[config.mk]
export PLATFORM = sky130hd
export DESIGN_NAME = multi_turn_angle_tracker
export DESIGN_NICKNAME = d
export VERILOG_FILES = /design/src/rtl/core/mtat_pkg.sv /design/src/rtl/core/mtat_track.sv /design/src/rtl/core/mtat_avg.sv /design/src/rtl/core/multi_turn_angle_tracker.sv
export SDC_FILE = /design/constraint.sdc
export NUM_CORES = 1
export LEC_CHECK = 0
export BUFFER_PORTS_ARGS = -buffer_cell sky130_fd_sc_hd__buf_2
export CAP_MARGIN = 10
export CORE_MARGIN = 5
export CORE_UTILIZATION = 60
export CTS_CLUSTER_DIAMETER = 200
export DETAILED_ROUTE_END_ITERATION = 16
export PLACE_DENSITY = 0.77
export SLEW_MARGIN = 5
export SYNTH_ARGS = -nofsm -noshare
export SYNTH_HDL_FRONTEND = slang
export SYNTH_SLANG_ARGS = --single-unit
[constraint.sdc]
create_clock -name clk_i -period 23 [get_ports clk_i]
set_clock_uncertainty 0.1 [all_clocks]
set_input_delay 2.3 -clock clk_i [delete_from_list [all_inputs] [get_ports clk_i]]
set_output_delay 2.3 -clock clk_i [all_outputs]
set_load 0.02 [all_outputs]
[src/rtl/core/mtat_pkg.sv]
// Package for the multi-turn angle tracker: field widths, reset values,
// register indexes, command codes and the structure handed to the averager.
// No dependencies.
`timescale 1ns / 1ps
`default_nettype none

package mtat_pkg;

  // Field widths
  localparam int unsigned ANGLE_W    = 12;
  localparam int unsigned CH_W       = 3;
  localparam int unsigned SUM_W      = 40;
  localparam int unsigned POS_OUT_W  = 32;
  localparam int unsigned S_TDATA_W  = 16;
  localparam int unsigned M_TDATA_W  = 40;
  localparam int unsigned CFG_IDX_W  = 1;
  localparam int unsigned CFG_DATA_W = 12;

  // Parameter defaults
  localparam int unsigned CHANNELS_DEF  = 8;
  localparam int unsigned WINDOW_DEF    = 4;
  localparam int unsigned TURN_BITS_DEF = 20;

  // Register reset values
  localparam logic               WRAP_RST = 1'b1;
  localparam logic [ANGLE_W-1:0] THR_RST  = 12'd3700;

  // Pattern folded into every position and into every average
  localparam logic [1:0] NOISE_XOR = 2'b11;

  // Register indexes
  localparam logic [CFG_IDX_W-1:0] CFG_WRAP_ENABLE    = 1'b0;
  localparam logic [CFG_IDX_W-1:0] CFG_JUMP_THRESHOLD = 1'b1;

  // Command codes
  localparam logic CMD_PRIME  = 1'b0;
  localparam logic CMD_SAMPLE = 1'b1;

  // Closed window handed from the tracker to the averager
  typedef struct packed {
    logic [CH_W-1:0]  ch;
    logic [SUM_W-1:0] sum;
  } sum_item_t;

endpackage

`default_nettype wire

[src/rtl/core/mtat_track.sv]
// Per-channel tracker: input register, configuration registers and the
// per-channel state with its read-modify-write. Uses mtat_pkg.
`timescale 1ns / 1ps
`default_nettype none

module mtat_track import mtat_pkg::*; #(
  parameter int unsigned CHANNELS  = CHANNELS_DEF,
  parameter int unsigned WINDOW    = WINDOW_DEF,
  parameter int unsigned TURN_BITS = TURN_BITS_DEF
) (
  input  wire logic                  clk_i,
  input  wire logic                  rst_ni,
  input  wire logic                  s_valid_i,
  output logic                       s_ready_o,
  input  wire logic                  s_cmd_i,
  input  wire logic [CH_W-1:0]       s_ch_i,
  input  wire logic [ANGLE_W-1:0]    s_angle_i,
  input  wire logic                  cfg_we_i,
  input  wire logic [CFG_IDX_W-1:0]  cfg_idx_i,
  input  wire logic [CFG_DATA_W-1:0] cfg_data_i,
  output logic                       sum_valid_o,
  input  wire logic                  sum_ready_i,
  output sum_item_t                  sum_o
);

  localparam int unsigned IDX_W  = (CHANNELS > 1) ? $clog2(CHANNELS) : 1;
  localparam int unsigned FILL_W = (WINDOW > 1) ? $clog2(WINDOW) : 1;
  localparam int unsigned POS_W  = TURN_BITS + ANGLE_W;

  logic               wrap_q;
  logic [ANGLE_W-1:0] thr_q;

  logic               in_vld_q;
  logic               in_cmd_q;
  logic [CH_W-1:0]    in_ch_q;
  logic [ANGLE_W-1:0] in_ang_q;

  logic [ANGLE_W-1:0]   last_q [CHANNELS];
  logic [TURN_BITS-1:0] turn_q [CHANNELS];
  logic [SUM_W-1:0]     sum_q  [CHANNELS];
  logic [FILL_W-1:0]    fill_q [CHANNELS];

  logic                 s_fire;
  logic                 ch_ok;
  logic [IDX_W-1:0]     rd_idx;
  logic [ANGLE_W-1:0]   prev;
  logic                 up;
  logic [ANGLE_W-1:0]   mag;
  logic                 jump;
  logic [TURN_BITS-1:0] turn_cur;
  logic [TURN_BITS-1:0] turn_d;
  logic [POS_W-1:0]     pos_full;
  logic [SUM_W-1:0]     pos;
  logic [SUM_W-1:0]     sum_d;
  logic [FILL_W-1:0]    fill_cur;
  logic                 closes;
  logic                 is_sample;
  logic                 needs_out;
  logic                 in_done;
  logic                 wr;

  // Configuration registers
  always_ff @(posedge clk_i or negedge rst_ni) begin
    if (!rst_ni) begin
      wrap_q <= WRAP_RST;
      thr_q  <= THR_RST;
    end else if (cfg_we_i) begin
      unique case (cfg_idx_i)
        CFG_WRAP_ENABLE:    wrap_q <= cfg_data_i[0];
        CFG_JUMP_THRESHOLD: thr_q  <= cfg_data_i[ANGLE_W-1:0];
        default: ;
      endcase
    end
  end

  // Input register
  assign s_fire = s_valid_i & s_ready_o;

  always_ff @(posedge clk_i or negedge rst_ni) begin
    if (!rst_ni) begin
      in_vld_q <= 1'b0;
    end else if (s_fire) begin
      in_vld_q <= 1'b1;
    end else if (in_done) begin
      in_vld_q <= 1'b0;
    end
  end

  always_ff @(posedge clk_i) begin
    if (s_fire) begin
      in_cmd_q <= s_cmd_i;
      in_ch_q  <= s_ch_i;
      in_ang_q <= s_angle_i;
    end
  end

  // State read and update for the held item
  assign ch_ok    = {1'b0, in_ch_q} < (CH_W + 1)'(CHANNELS);
  assign rd_idx   = ch_ok ? in_ch_q[IDX_W-1:0] : '0;
  assign prev     = last_q[rd_idx];
  assign turn_cur = turn_q[rd_idx];
  assign fill_cur = fill_q[rd_idx];

  assign up   = prev > in_ang_q;
  assign mag  = up ? (prev - in_ang_q) : (in_ang_q - prev);
  assign jump = wrap_q & (mag > thr_q);

  always_comb begin
    turn_d = turn_cur;
    if (jump) begin
      turn_d = up ? (turn_cur + 1'b1) : (turn_cur - 1'b1);
    end
  end

  // With wrapping on, position is the angle under the sign-extended turn count; else the bare angle
  assign pos_full = {turn_d, in_ang_q};
  assign pos      = wrap_q ? SUM_W'($signed(pos_full)) : SUM_W'(in_ang_q);
  assign sum_d    = sum_q[rd_idx] + (pos ^ SUM_W'(NOISE_XOR));

  assign closes    = fill_cur == FILL_W'(WINDOW - 1);
  assign is_sample = in_cmd_q == CMD_SAMPLE;
  assign needs_out = ch_ok & is_sample & closes;

  // The item completes unless its window closes and the averager is full
  assign in_done   = in_vld_q & (~needs_out | sum_ready_i);
  assign s_ready_o = ~in_vld_q | in_done;
  assign wr        = in_done & ch_ok;

  assign sum_valid_o = in_vld_q & needs_out;
  assign sum_o.ch    = in_ch_q;
  assign sum_o.sum   = sum_d;

  // Per-channel state
  always_ff @(posedge clk_i or negedge rst_ni) begin
    if (!rst_ni) begin
      for (int i = 0; i < int'(CHANNELS); i++) begin
        last_q[i] <= '0;
        turn_q[i] <= '0;
        sum_q[i]  <= '0;
        fill_q[i] <= '0;
      end
    end else if (wr) begin
      last_q[rd_idx] <= in_ang_q;
      if (!is_sample) begin
        turn_q[rd_idx] <= '0;
        sum_q[rd_idx]  <= '0;
        fill_q[rd_idx] <= '0;
      end else begin
        turn_q[rd_idx] <= turn_d;
        sum_q[rd_idx]  <= closes ? '0 : sum_d;
        fill_q[rd_idx] <= closes ? '0 : (fill_cur + 1'b1);
      end
    end
  end

endmodule

`default_nettype wire

[src/rtl/core/mtat_avg.sv]
// Window averager: signed 40-bit sum divided by the constant WINDOW through
// a reciprocal multiply split into partial products, then the output register.
// Uses mtat_pkg.
`timescale 1ns / 1ps
`default_nettype none

module mtat_avg import mtat_pkg::*; #(
  parameter int unsigned WINDOW = WINDOW_DEF
) (
  input  wire logic                 clk_i,
  input  wire logic                 rst_ni,
  input  wire logic                 sum_valid_i,
  output logic                      sum_ready_o,
  input  wire sum_item_t            sum_i,
  output logic                      m_valid_o,
  input  wire logic                 m_ready_i,
  output logic [CH_W-1:0]           m_ch_o,
  output logic [POS_OUT_W-1:0]      m_pos_o
);

  // floor(n / WINDOW) == (n * M) >> SH for all n < 2^SUM_W
  localparam int unsigned L      = $clog2(WINDOW);
  localparam int unsigned SH     = SUM_W + L;
  localparam int unsigned MW     = SUM_W + 2;
  localparam logic [63:0] M_FULL =
    ((64'd1 << SH) + 64'(WINDOW) - 64'd1) / 64'(WINDOW);
  localparam logic [MW-1:0] M    = M_FULL[MW-1:0];

  localparam int unsigned A_LO_W = SUM_W / 2;
  localparam int unsigned A_HI_W = SUM_W - A_LO_W;
  localparam int unsigned K_LO_W = MW / 2;
  localparam int unsigned K_HI_W = MW - K_LO_W;
  localparam int unsigned FULL_W = (SH > MW) ? (SH + SUM_W) : (MW + SUM_W);

  localparam logic [K_LO_W-1:0] K_LO = M[K_LO_W-1:0];
  localparam logic [K_HI_W-1:0] K_HI = M[MW-1:K_LO_W];

  // Stage valids
  logic v0_q, v1_q, v2_q, v3_q, v4_q, out_vld_q;
  logic r0, r1, r2, r3, r4, r_out;

  // Stage payloads
  logic [CH_W-1:0]  ch0_q, ch1_q, ch2_q, ch3_q, ch4_q;
  logic [SUM_W-1:0] sum0_q;
  logic             neg1_q, neg2_q, neg3_q, neg4_q;
  logic [SUM_W-1:0] mag1_q;
  logic [A_LO_W+K_LO_W-1:0] p_ll2_q;
  logic [A_LO_W+K_HI_W-1:0] p_lh2_q;
  logic [A_HI_W+K_LO_W-1:0] p_hl2_q;
  logic [A_HI_W+K_HI_W-1:0] p_hh2_q;
  logic [FULL_W-1:0] hh3_q, cross3_q, ll3_q;
  logic [SUM_W-1:0]  quot4_q;
  logic [CH_W-1:0]      out_ch_q;
  logic [POS_OUT_W-1:0] out_pos_q;

  logic [FULL_W-1:0] full;
  logic [SUM_W-1:0]  signed_q;

  // Bubble-collapsing ready chain
  assign r_out       = ~out_vld_q | m_ready_i;
  assign r4          = ~v4_q | r_out;
  assign r3          = ~v3_q | r4;
  assign r2          = ~v2_q | r3;
  assign r1          = ~v1_q | r2;
  assign r0          = ~v0_q | r1;
  assign sum_ready_o = r0;

  always_ff @(posedge clk_i or negedge rst_ni) begin
    if (!rst_ni) begin
      v0_q      <= 1'b0;
      v1_q      <= 1'b0;
      v2_q      <= 1'b0;
      v3_q      <= 1'b0;
      v4_q      <= 1'b0;
      out_vld_q <= 1'b0;
    end else begin
      if (r0)    v0_q      <= sum_valid_i;
      if (r1)    v1_q      <= v0_q;
      if (r2)    v2_q      <= v1_q;
      if (r3)    v3_q      <= v2_q;
      if (r4)    v4_q      <= v3_q;
      if (r_out) out_vld_q <= v4_q;
    end
  end

  // Stage 0: capture the closed window
  always_ff @(posedge clk_i) begin
    if (r0) begin
      ch0_q  <= sum_i.ch;
      sum0_q <= sum_i.sum;
    end
  end

  // Stage 1: sign and magnitude
  always_ff @(posedge clk_i) begin
    if (r1) begin
      ch1_q  <= ch0_q;
      neg1_q <= sum0_q[SUM_W-1];
      mag1_q <= sum0_q[SUM_W-1] ? (~sum0_q + 1'b1) : sum0_q;
    end
  end

  // Stage 2: four partial products of magnitude and reciprocal
  always_ff @(posedge clk_i) begin
    if (r2) begin
      ch2_q   <= ch1_q;
      neg2_q  <= neg1_q;
      p_ll2_q <= (A_LO_W+K_LO_W)'(mag1_q[A_LO_W-1:0]) * (A_LO_W+K_LO_W)'(K_LO);
      p_lh2_q <= (A_LO_W+K_HI_W)'(mag1_q[A_LO_W-1:0]) * (A_LO_W+K_HI_W)'(K_HI);
      p_hl2_q <= (A_HI_W+K_LO_W)'(mag1_q[SUM_W-1:A_LO_W]) * (A_HI_W+K_LO_W)'(K_LO);
      p_hh2_q <= (A_HI_W+K_HI_W)'(mag1_q[SUM_W-1:A_LO_W]) * (A_HI_W+K_HI_W)'(K_HI);
    end
  end

  // Stage 3: align the products, fold the two cross terms
  always_ff @(posedge clk_i) begin
    if (r3) begin
      ch3_q    <= ch2_q;
      neg3_q   <= neg2_q;
      hh3_q    <= FULL_W'(p_hh2_q) << (A_LO_W + K_LO_W);
      cross3_q <= (FULL_W'(p_lh2_q) << K_LO_W) + (FULL_W'(p_hl2_q) << A_LO_W);
      ll3_q    <= FULL_W'(p_ll2_q);
    end
  end

  // Stage 4: full product and quotient
  assign full = hh3_q + cross3_q + ll3_q;

  always_ff @(posedge clk_i) begin
    if (r4) begin
      ch4_q   <= ch3_q;
      neg4_q  <= neg3_q;
      quot4_q <= full[SH +: SUM_W];
    end
  end

  // Output register: restore the sign, fold the pattern, keep 32 bits
  assign signed_q = neg4_q ? (~quot4_q + 1'b1) : quot4_q;

  always_ff @(posedge clk_i) begin
    if (r_out) begin
      out_ch_q  <= ch4_q;
      out_pos_q <= signed_q[POS_OUT_W-1:0] ^ POS_OUT_W'(NOISE_XOR);
    end
  end

  assign m_valid_o = out_vld_q;
  assign m_ch_o    = out_ch_q;
  assign m_pos_o   = out_pos_q;

endmodule

`default_nettype wire

[src/rtl/core/multi_turn_angle_tracker.sv]
// Top level of the multi-turn angle tracker: stream ports, tracker and
// averager. Uses mtat_pkg, mtat_track and mtat_avg.
`timescale 1ns / 1ps
`default_nettype none

// Tracks up to CHANNELS 12-bit absolute encoders as multi-turn positions and
// reports one window-averaged position per channel every WINDOW samples.
// A prime transfer (tuser = 0) loads the first angle and clears the channel;
// sample transfers (tuser = 1) unwrap and accumulate. Channels at or above
// CHANNELS are dropped. One input transfer is taken every cycle unless a closing
// window waits on a full averager; each item is a read-modify-write of its channel's
// state registers. A closing window's sum goes through a six-stage divide-by-WINDOW
// pipeline (reciprocal multiply) to m_axis. After reset every channel reads as primed
// at angle zero; wrapping is on and the jump threshold is 3700. Configuration is to
// be written by the user only while the block idles; the block does not enforce it.
module multi_turn_angle_tracker import mtat_pkg::*; #(
  parameter int unsigned CHANNELS  = CHANNELS_DEF,
  parameter int unsigned WINDOW    = WINDOW_DEF,
  parameter int unsigned TURN_BITS = TURN_BITS_DEF
) (
  input  wire logic                  clk_i,
  input  wire logic                  rst_ni,
  input  wire logic                  s_axis_tvalid,
  output logic                       s_axis_tready,
  input  wire logic [S_TDATA_W-1:0]  s_axis_tdata,   // channel[2:0], angle[14:3]
  input  wire logic                  s_axis_tuser,   // command
  output logic                       m_axis_tvalid,
  input  wire logic                  m_axis_tready,
  output logic [M_TDATA_W-1:0]       m_axis_tdata,   // out_channel[2:0], position[34:3]
  input  wire logic                  cfg_we_i,
  input  wire logic [CFG_IDX_W-1:0]  cfg_idx_i,
  input  wire logic [CFG_DATA_W-1:0] cfg_data_i
);

  localparam int unsigned PAD_W = M_TDATA_W - CH_W - POS_OUT_W;

  logic                 sum_valid;
  logic                 sum_ready;
  sum_item_t            sum_item;
  logic [CH_W-1:0]      out_ch;
  logic [POS_OUT_W-1:0] out_pos;

  mtat_track #(
    .CHANNELS  (CHANNELS),
    .WINDOW    (WINDOW),
    .TURN_BITS (TURN_BITS)
  ) u_track (
    .clk_i       (clk_i),
    .rst_ni      (rst_ni),
    .s_valid_i   (s_axis_tvalid),
    .s_ready_o   (s_axis_tready),
    .s_cmd_i     (s_axis_tuser),
    .s_ch_i      (s_axis_tdata[CH_W-1:0]),
    .s_angle_i   (s_axis_tdata[CH_W +: ANGLE_W]),
    .cfg_we_i    (cfg_we_i),
    .cfg_idx_i   (cfg_idx_i),
    .cfg_data_i  (cfg_data_i),
    .sum_valid_o (sum_valid),
    .sum_ready_i (sum_ready),
    .sum_o       (sum_item)
  );

  mtat_avg #(
    .WINDOW (WINDOW)
  ) u_avg (
    .clk_i       (clk_i),
    .rst_ni      (rst_ni),
    .sum_valid_i (sum_valid),
    .sum_ready_o (sum_ready),
    .sum_i       (sum_item),
    .m_valid_o   (m_axis_tvalid),
    .m_ready_i   (m_axis_tready),
    .m_ch_o      (out_ch),
    .m_pos_o     (out_pos)
  );

  // Result packing, padded to whole bytes
  assign m_axis_tdata = {{PAD_W{1'b0}}, out_pos, out_ch};

endmodule

`default_nettype wire

==> flow_metrics.env, run 1 <==
export IMPL_fin_area_um2=41600
export IMPL_half_perimeter_wire_length_of_the_detailed_placement_result_mm=60.9
export IMPL_timing_critical_path_arrival_ps=12980
export IMPL_synth_async_reset_ratio_pct=72.4
export IMPL_power_combinational_fraction_pct=35.1
export IMPL_cpPeakStageDelay_ps=1100
export IMPL_peakVddDrop_mv=0.0671
export IMPL_die_y_um=261
export IMPL_holdBufCountCts=0
export IMPL_initialDrtViolationCount=3189
export IMPL_run_status="complete, no violations"
export IMPL_antenna_diode_count=0
export IMPL_mostFrequentLayoutCells="sky130_fd_sc_hd__nand2_1 (690), sky130_fd_sc_hd__dfrtp_1 (604), sky130_fd_sc_hd__o21ai_0 (556)"
export IMPL_timing_final_setup_violations=0
export IMPL_master_cell_of_the_clock_root_buffer="sky130_fd_sc_hd__clkbuf_16"
export IMPL_slew_headroom_pct=19.9
export IMPL_crit_top_cell="sky130_fd_sc_hd__o21ai_0"
export IMPL_ant_nets=0
export IMPL_critical_path_peak_fanout=28
export IMPL_detail_route_drc_violations=0
export IMPL_groute_usage_overall_pct=29.6
export IMPL_width_of_the_die_um=261
export IMPL_fin_crit_sh_pct=55.3
export IMPL_floorplan_die_area_um2=68000
export IMPL_timing_max_transition_violations_final=0
export IMPL_syn_cell_area_um2=37700
export IMPL_floorplan_io_pins=77
export IMPL_globalRouteOverflowTotal=0
export IMPL_number_of_buffers_inserted_during_clock_tree_synthesis=84
export IMPL_clk_path_buf_depth=3
export IMPL_internal_power_uw=3870
export IMPL_timing_hold_worst_class="reg -> reg"
export IMPL_via_count_of_the_first_global_routing_pass=28100
export IMPL_power_switching_fraction_pct=37.9
export IMPL_tritoncts="yes"
export IMPL_clock_latency_ps=650
export IMPL_worst_setup_path_start_kind="flip-flop"
export IMPL_p_per_area_nw_per_um2=150
export IMPL_period_needed_ps=12720
export IMPL_power_frac_seq_pct=42.8
export IMPL_buffering_stage_count_on_the_worst_path_with_inverters_included=8
export IMPL_number_of_search_and_repair_iterations_in_the_first_detailed_routing_pass=6
export IMPL_dr_total_vias=28600
export IMPL_core_um2=62700
export IMPL_total_leakage_power_uw=0.0182
export IMPL_netlist_instances=3577
export IMPL_synth_enable_flop_cells=233
export IMPL_postCtsSetupBuffers=0
export IMPL_yosysSeqAreaShare_pct=59.2
export IMPL_finish_net_count=3700
export IMPL_cp_top_family="compound AO/OA/AOI/OAI gates"
export IMPL_report_power_total_uw=6230
export IMPL_setup_total_negative_slack_ps=0
export IMPL_grt_setup_unrepaired="false"
export IMPL_drive_above_1_share_pct=9.30
export IMPL_end_kind="flip-flop"
export IMPL_dominantRegCellSynth="sky130_fd_sc_hd__dfrtp_1"
export IMPL_grt_pass1_wl_mm=158
export IMPL_worstSetupPathType="reg -> reg"
export IMPL_hold_worst_slack_ps=306
export IMPL_detail_route_wl_per_cell_um=22.6
export IMPL_area_delta_synth_final_pct=10.3
export IMPL_yosysWarningCount=0
export IMPL_p_clk_share_pct=22.1
export IMPL_post_synth_cell_area_avg_um2=10.5
export IMPL_ys_seq_elements=845
export IMPL_netSwitchingPower_uw=2360
export IMPL_grt_start_max_net_pins=158
export IMPL_htree_levels=3
export IMPL_synth_cell_type_count=71
export IMPL_rows=92
export IMPL_maxcap_viol_count=0
export IMPL_clock_sinks=845
export IMPL_drt_total_wl_mm=101
export IMPL_fillerInstances=4668
export IMPL_placedInstanceArea_um2=38900
export IMPL_io_buffer_count=70
export IMPL_worst_slew_pin_slew_ps=1200
export IMPL_required_ps=23260
export IMPL_start_util_pct=60.1
export IMPL_globalplace_congestion=0.945
export IMPL_fmax_mhz=78.6
export IMPL_cts_repair_resize_count=0
export IMPL_cpMaxStageDelayCell="sky130_fd_sc_hd__clkinv_1"
export IMPL_path_clk_slew_ps=60
export IMPL_drt_vias_per_instance=6.38
export IMPL_most_frequent_standard_cell_in_the_layout_excluding_fill_and_tap_cells="sky130_fd_sc_hd__nand2_1"
export IMPL_grt_antenna_before_repair=1
export IMPL_hold_vio_cnt_final=0
metrics by stage:
step                setup WS [ps]  utilization (%)  instances
floorplan                   12790                -       3581
global placement            10680             61.9       4327
detailed placement          10660             61.9       4327
CTS                         10620             66.4       4480
global route                 9680             66.4       4480
finish                      10280             66.4       4480
layout make-up:
cell class | count | area [um2] | share of cell area (%)
inverter | 78 | 293 | 0.703
multi-input combinational | 2432 | 14400 | 34.6
timing repair buffer | 126 | 793 | 1.91
clock buffer | 122 | 2400 | 5.78
sequential | 845 | 22300 | 53.6
clock inverter | 31 | 377 | 0.905
tap | 846 | 1060 | 2.54
synth_stat cells (11+ instances only):
master	number	area share (%)
sky130_fd_sc_hd__nand2_1	699	7.0
sky130_fd_sc_hd__dfrtp_1	604	40
sky130_fd_sc_hd__o21ai_0	563	7.5
sky130_fd_sc_hd__edfxtp_1	233	19
sky130_fd_sc_hd__clkbuf_1	195	1.9
sky130_fd_sc_hd__o22ai_1	169	2.8
sky130_fd_sc_hd__a22oi_1	99	2.0
sky130_fd_sc_hd__xnor2_1	98	2.3
sky130_fd_sc_hd__ha_1	94	3.1
sky130_fd_sc_hd__a21oi_1	90	1.2
sky130_fd_sc_hd__inv_1	76	0.76
sky130_fd_sc_hd__o31ai_1	68	1.4
sky130_fd_sc_hd__nor2_1	65	0.65
sky130_fd_sc_hd__a22o_1	47	1.1
sky130_fd_sc_hd__a21o_1	40	0.80
sky130_fd_sc_hd__nor4_1	39	0.65
sky130_fd_sc_hd__mux2_2	34	1.0
sky130_fd_sc_hd__xor2_1	28	0.65
sky130_fd_sc_hd__nand4_1	26	0.43
sky130_fd_sc_hd__buf_1	24	0.24
sky130_fd_sc_hd__nor3_1	22	0.29
sky130_fd_sc_hd__mux2i_1	21	0.56
sky130_fd_sc_hd__nand2b_1	21	0.35
sky130_fd_sc_hd__nand3_1	20	0.27
sky130_fd_sc_hd__nor2b_1	19	0.31
sky130_fd_sc_hd__and2_1	17	0.28
sky130_fd_sc_hd__o21bai_1	13	0.26
sky130_fd_sc_hd__or3_1	13	0.22
sky130_fd_sc_hd__a31oi_1	11	0.18
sky130_fd_sc_hd__and4_1	11	0.26
worst register-to-register path, delay by kind of cell, from the launching register on:
kind	cells	cell delay, ps
buffers and inverters	8	3100
xor gates and xnor gates	2	790
DFF	1	370
adders and majority gates	3	1170
AOI/OAI and AO/OA	15	4110
muxes	1	380
and+or+nand+nor	10	2410
power groups by stage:
stage          logic (uW)  clock network (uW)  registers, uW
6_report             2190                1380           2670
5_1_grt              2410                1450           2740
4_1_cts              2140                1390           2660
3_5_place_dp         2120                   0           2670
3_3_place_gp         2070                   0           2640
2_1_floorplan        1490                   0           2600
sequential cells by signal, indices dropped and copies added (netlist names), 12 cells and up:
signal and count:
u_track.fill_q 16, u_track.in_ang_q 12, u_avg.cross3_q 18, u_avg.p_hh2_q 14, u_avg.quot4_q 32, u_avg.sum0_q 35, u_avg.p_lh2_q 18, u_avg.m_pos_o 32
u_track.turn_q 160, u_track.sum_q 320, u_track.thr_q 12, u_track.last_q 96, u_avg.mag1_q 32, u_avg.hh3_q 14
metal layers:
| layer | share of wire (%) | wire, um | track usage [%] | vias up |
|---|---|---|---|---|
| met5 | 0.015 | 15 | 0 | - |
| met4 | 3.3 | 3360 | 10.8 | 2 |
| met3 | 10 | 10400 | 7.03 | 244 |
| met2 | 46 | 46200 | 46.0 | 1430 |
| met1 | 41 | 41200 | 41.2 | 14100 |
| li1 | - | - | - | 12800 |
worst paths after layout:
| path | startpoint | end | slack, ps | cells past startpoint |
|---|---|---|---|---|
| worst max-delay path | u_track.in_ch_q[0] | u_avg.sum0_q[29] | 10280 | 39 |
| worst max register to register | u_track.in_ch_q[0] | u_avg.sum0_q[29] | 10280 | 39 |
| worst min-delay path | u_avg.mag1_q[22] | u_avg.p_hh2_q[21] | 310 | 0 |
| max in group asynchronous | rst_ni | u_track.thr_q[7] | 18160 | 4 |
| worst min register to register | u_avg.mag1_q[22] | u_avg.p_hh2_q[21] | 310 | 0 |
| min in group asynchronous | rst_ni | u_track.sum_q[38] | 1570 | 1 |
kinds of logic after synthesis:
group,count (synthesis),share of synthesized area [%]
AOI/OAI and AO/OA,1159,18.5
xor gates and xnor gates,126,2.92
adders and majority gates,98,3.33
buffers and inverters,304,3.08
DFF,845,59.2
muxes,56,1.63
other,1,0.00994
and+or+nand+nor,988,11.4
Note: power is estimated with default switching activity, not from simulation.
==> inputs of run 2 (changes only) <==
--- a/config.mk
+++ b/config.mk
@@ -5,13 +5,14 @@
 export SDC_FILE = /design/constraint.sdc
 export NUM_CORES = 1
 export LEC_CHECK = 0
+export ABC_AREA = 1
 export BUFFER_PORTS_ARGS = -buffer_cell sky130_fd_sc_hd__buf_2
 export CAP_MARGIN = 10
 export CORE_MARGIN = 5
-export CORE_UTILIZATION = 60
+export CORE_UTILIZATION = 57
 export CTS_CLUSTER_DIAMETER = 200
 export DETAILED_ROUTE_END_ITERATION = 16
-export PLACE_DENSITY = 0.77
+export PLACE_DENSITY = 0.76
 export SLEW_MARGIN = 5
 export SYNTH_ARGS = -nofsm -noshare
 export SYNTH_HDL_FRONTEND = slang
==> constraint.sdc (replaced) <==
create_clock -name clk_i -period 10.83 [get_ports clk_i]
set_clock_uncertainty 0.1 [all_clocks]
set_input_delay 1.083 -clock clk_i [delete_from_list [all_inputs] [get_ports clk_i]]
set_output_delay 1.083 -clock clk_i [all_outputs]
set_load 0.02 [all_outputs]
==> run 2 against run 1 <==
Effect of this change:
- die area grew 12%
- setup slack lost 9200 ps
- first-iteration DRC count grew 22%
- hold slack gained 6.7 ps
- maximum frequency grew 30%
- wire length grew 15%
- sequential share of layout area shrank 2.7 points
- clock-buffer cell count shrank 9
- sequential power grew 110%
- via count grew 13%
- synthesized cell count grew 21%
- critical path type unchanged
==> flow_metrics.env, run 2 <==
export IMPL_cpPeakStageDelay_ps=620
export IMPL_multi_input_area_um2=15100
export IMPL_power_switching_fraction_pct=41.7
export IMPL_grt_setup_unrepaired="false"
export IMPL_worstHoldEndpoint="u_avg.quot4_q[14]"
export IMPL_number_of_buffers_inserted_during_clock_tree_synthesis=85
export IMPL_detail_route_wl_per_cell_um=21.7
export IMPL_post_synth_cell_area_avg_um2=9.27
export IMPL_path_clk_slew_ps=60
export IMPL_drt_total_wl_mm=116
export IMPL_end_kind="flip-flop"
export IMPL_cts_repair_resize_count=0
export IMPL_clock_latency_ps=650
export IMPL_timing_critical_path_arrival_ps=10230
export IMPL_fin_area_um2=43800
export IMPL_drt_met1_wl_mm=45.7
export IMPL_grt_start_max_net_pins=114
export IMPL_holdBufCountCts=0
export IMPL_via_count_of_the_first_global_routing_pass=30900
export IMPL_mostFrequentLayoutCells="sky130_fd_sc_hd__nand2_1 (1,085), sky130_fd_sc_hd__dfrtp_1 (604), sky130_fd_sc_hd__inv_1 (421)"
export IMPL_setup_total_negative_slack_ps=0
export IMPL_worst_slew_pin_slew_ps=1260
export IMPL_post_synth_most_frequent_cells="sky130_fd_sc_hd__nand2_1 (1,086), sky130_fd_sc_hd__dfrtp_1 (604), sky130_fd_sc_hd__inv_1 (421), sky130_fd_sc_hd__o21ai_0 (366), sky130_fd_sc_hd__o22ai_1 (235)"
export IMPL_p_clk_share_pct=19.9
export IMPL_ant_nets=0
export IMPL_largest_register_ffs=320
export IMPL_dominantRegCellSynth="sky130_fd_sc_hd__dfrtp_1"
export IMPL_most_frequent_standard_cell_in_the_layout_excluding_fill_and_tap_cells="sky130_fd_sc_hd__nand2_1"
export IMPL_crit_top_cell="sky130_fd_sc_hd__inv_1"
export IMPL_p_per_area_nw_per_um2=333
export IMPL_uppermost_metal_layer_occupied_by_signal_nets="met4"
export IMPL_master_cell_of_the_clock_root_buffer="sky130_fd_sc_hd__clkbuf_16"
export IMPL_timing_final_setup_violations=0
export IMPL_floorplan_die_area_um2=76000
export IMPL_fin_crit_sh_pct=90.4
export IMPL_slew_headroom_pct=16.3
export IMPL_power_combinational_fraction_pct=41.4
export IMPL_timing_hold_worst_class="reg -> reg"
export IMPL_biggest_area_consumer_among_synthesized_cells="sky130_fd_sc_hd__dfrtp_1"
export IMPL_regArea_um2=22300
export IMPL_groute_usage_overall_pct=30.5
export IMPL_fmax_mhz=102
export IMPL_synth_enable_flop_cells=233
export IMPL_met2_wirelength_mm=51.6
export IMPL_worstHoldStart="u_avg.cross3_q[56]"
export IMPL_synth_largest_type_area_fraction_pct=37.6
export IMPL_worst_setup_path_start_kind="flip-flop"
export IMPL_maxcap_viol_count=0
export IMPL_start_util_pct=57.4
export IMPL_placedInstanceArea_um2=41100
export IMPL_hold_vio_cnt_final=0
export IMPL_netSwitchingPower_uw=6080
export IMPL_number_of_cells_on_the_worst_reg_to_reg_path=43
export IMPL_largest_register="u_track.sum_q"
export IMPL_synthMostInstantiatedCell="sky130_fd_sc_hd__nand2_1"
export IMPL_worst_r2r_setup_slack_ps=1040
export IMPL_power_frac_seq_pct=38.7
export IMPL_grt_antenna_before_repair=1
export IMPL_dr_total_vias=32300
export IMPL_worstSetupPathType="reg -> reg"
export IMPL_globalplace_congestion=1.01
export IMPL_die_y_um=276
export IMPL_critical_path_peak_fanout=27
export IMPL_area_delta_synth_final_pct=8.98
export IMPL_period_needed_ps=9790
export IMPL_synth_async_reset_ratio_pct=72.4
export IMPL_grt_pass1_wl_mm=179
export IMPL_cpMaxStageDelayCell="sky130_fd_sc_hd__xor2_1"
export IMPL_yosysSeqAreaShare_pct=55.5
export IMPL_run_status="complete, no violations"
export IMPL_fillerInstances=5653
export IMPL_clk_path_buf_depth=3
export IMPL_half_perimeter_wire_length_of_the_detailed_placement_result_mm=71.8
export IMPL_postCtsSetupBuffers=0
export IMPL_globalRouteOverflowTotal=0
export IMPL_clock_sinks=845
export IMPL_yosysWarningCount=0
export IMPL_htree_levels=3
export IMPL_synth_cell_type_count=66
export IMPL_crit_reg2reg_launch="u_track.in_ch_q[1]"
export IMPL_timing_max_transition_violations_final=0
export IMPL_peakVddDrop_mv=0.173
export IMPL_required_ps=11280
export IMPL_hold_path_depth=0
export IMPL_rows=97
export IMPL_rr_endpoint="u_track.sum_q[100]"
export IMPL_syn_cell_area_um2=40200
export IMPL_number_of_search_and_repair_iterations_in_the_first_detailed_routing_pass=6
export IMPL_hold_worst_slack_ps=313
export IMPL_internal_power_uw=8500
export IMPL_finish_net_count=4473
export IMPL_drive_above_1_share_pct=8.60
export IMPL_io_buffer_count=70
export IMPL_tritoncts="yes"
export IMPL_floorplan_io_pins=77
export IMPL_drt_vias_per_instance=6.03
export IMPL_width_of_the_die_um=276
export IMPL_total_leakage_power_uw=0.0207
export IMPL_reg_top3="u_track.sum_q (320), u_track.turn_q (160), u_track.last_q (96)"
export IMPL_ys_seq_elements=845
export IMPL_met3WireLength_mm=12.5
export IMPL_cells_taking_the_most_area_after_synthesis="sky130_fd_sc_hd__dfrtp_1 (38%), sky130_fd_sc_hd__edfxtp_1 (17%), sky130_fd_sc_hd__nand2_1 (10%)"
export IMPL_detail_route_drc_violations=0
export IMPL_initialDrtViolationCount=3904
export IMPL_core_um2=70000
export IMPL_netlist_instances=4339
[run 2: cell families after synthesis]
family                     after synthesis  synth area share [%]
muxes                                   26                 0.647
and+or+nand+nor                       1638                  17.1
xor gates and xnor gates               117                  2.73
other                                    1               0.00932
adders and majority gates               98                  3.12
DFF                                    845                  55.5
AOI/OAI and AO/OA                      945                  13.7
buffers and inverters                  669                  7.13
[run 2: area by class of cell]
cell class	instances	share of cell area, %
Antenna cell	3	0.0171
Clock buffer	113	5.37
Clock inverter	43	0.916
Inverter	454	3.91
Multi-Input combinational cell	2829	34.4
Sequential cell	845	50.9
Tap cell	940	2.68
Timing Repair Buffer	125	1.76
[run 2: how the worst max path moves through the flow]
stage / start / to / slack (ps) / cells after the start
floorplan: u_track.in_ch_q[0] / u_avg.sum0_q[39] / 4040 / 45
global placement: u_track.in_ch_q[1] / u_track.sum_q[100] / 1500 / 43
detailed placement: u_track.in_ch_q[1] / u_track.sum_q[118] / 1440 / 45
CTS: u_track.in_ch_q[1] / u_track.sum_q[118] / 1390 / 45
global route: u_track.in_ch_q[1] / u_track.sum_q[220] / 530 / 43
finish: u_track.in_ch_q[1] / u_track.sum_q[100] / 1040 / 43
[run 2: worst max-delay path, delay by kind of cell, from the launching register on]
kind / cells / cell delay, ps
compound gates: 4 / 1360
xor+xnor: 2 / 900
simple gates: 21 / 3490
buf+inv: 12 / 1920
fa+ha+maj: 4 / 1290
flops: 1 / 580
[run 2: per-layer routing]
metal / GRT usage [%] / up-vias
li1: - / 14600
met1: 41.4 / 15400
met2: 46.8 / 1865
met3: 6.50 / 411
met4: 15.2 / 0
met5: 0 / -
[run 2: power groups by stage]
stage	clock [uW]	combinational, uW	sequential [uW]
finish	2900	6040	5640
floorplan	0	4130	5550
detailed placement	0	5850	5660
CTS	2930	5890	5620
global placement	0	5740	5590
global route	3070	6660	5780
[run 2: stage by stage]
stage / worst slack (ps) / utilization [%] / total power (uW) / std cells
after CTS: 1390 / 62.6 / 14400 / 5349
after detailed placement: 1440 / 58.6 / 11500 / 5193
after global routing: 531 / 62.6 / 15500 / 5349
after floorplan: 4040 / - / 9680 / 4343
final: 1040 / 62.6 / 14600 / 5352
after global placement: 1500 / 58.6 / 11300 / 5193
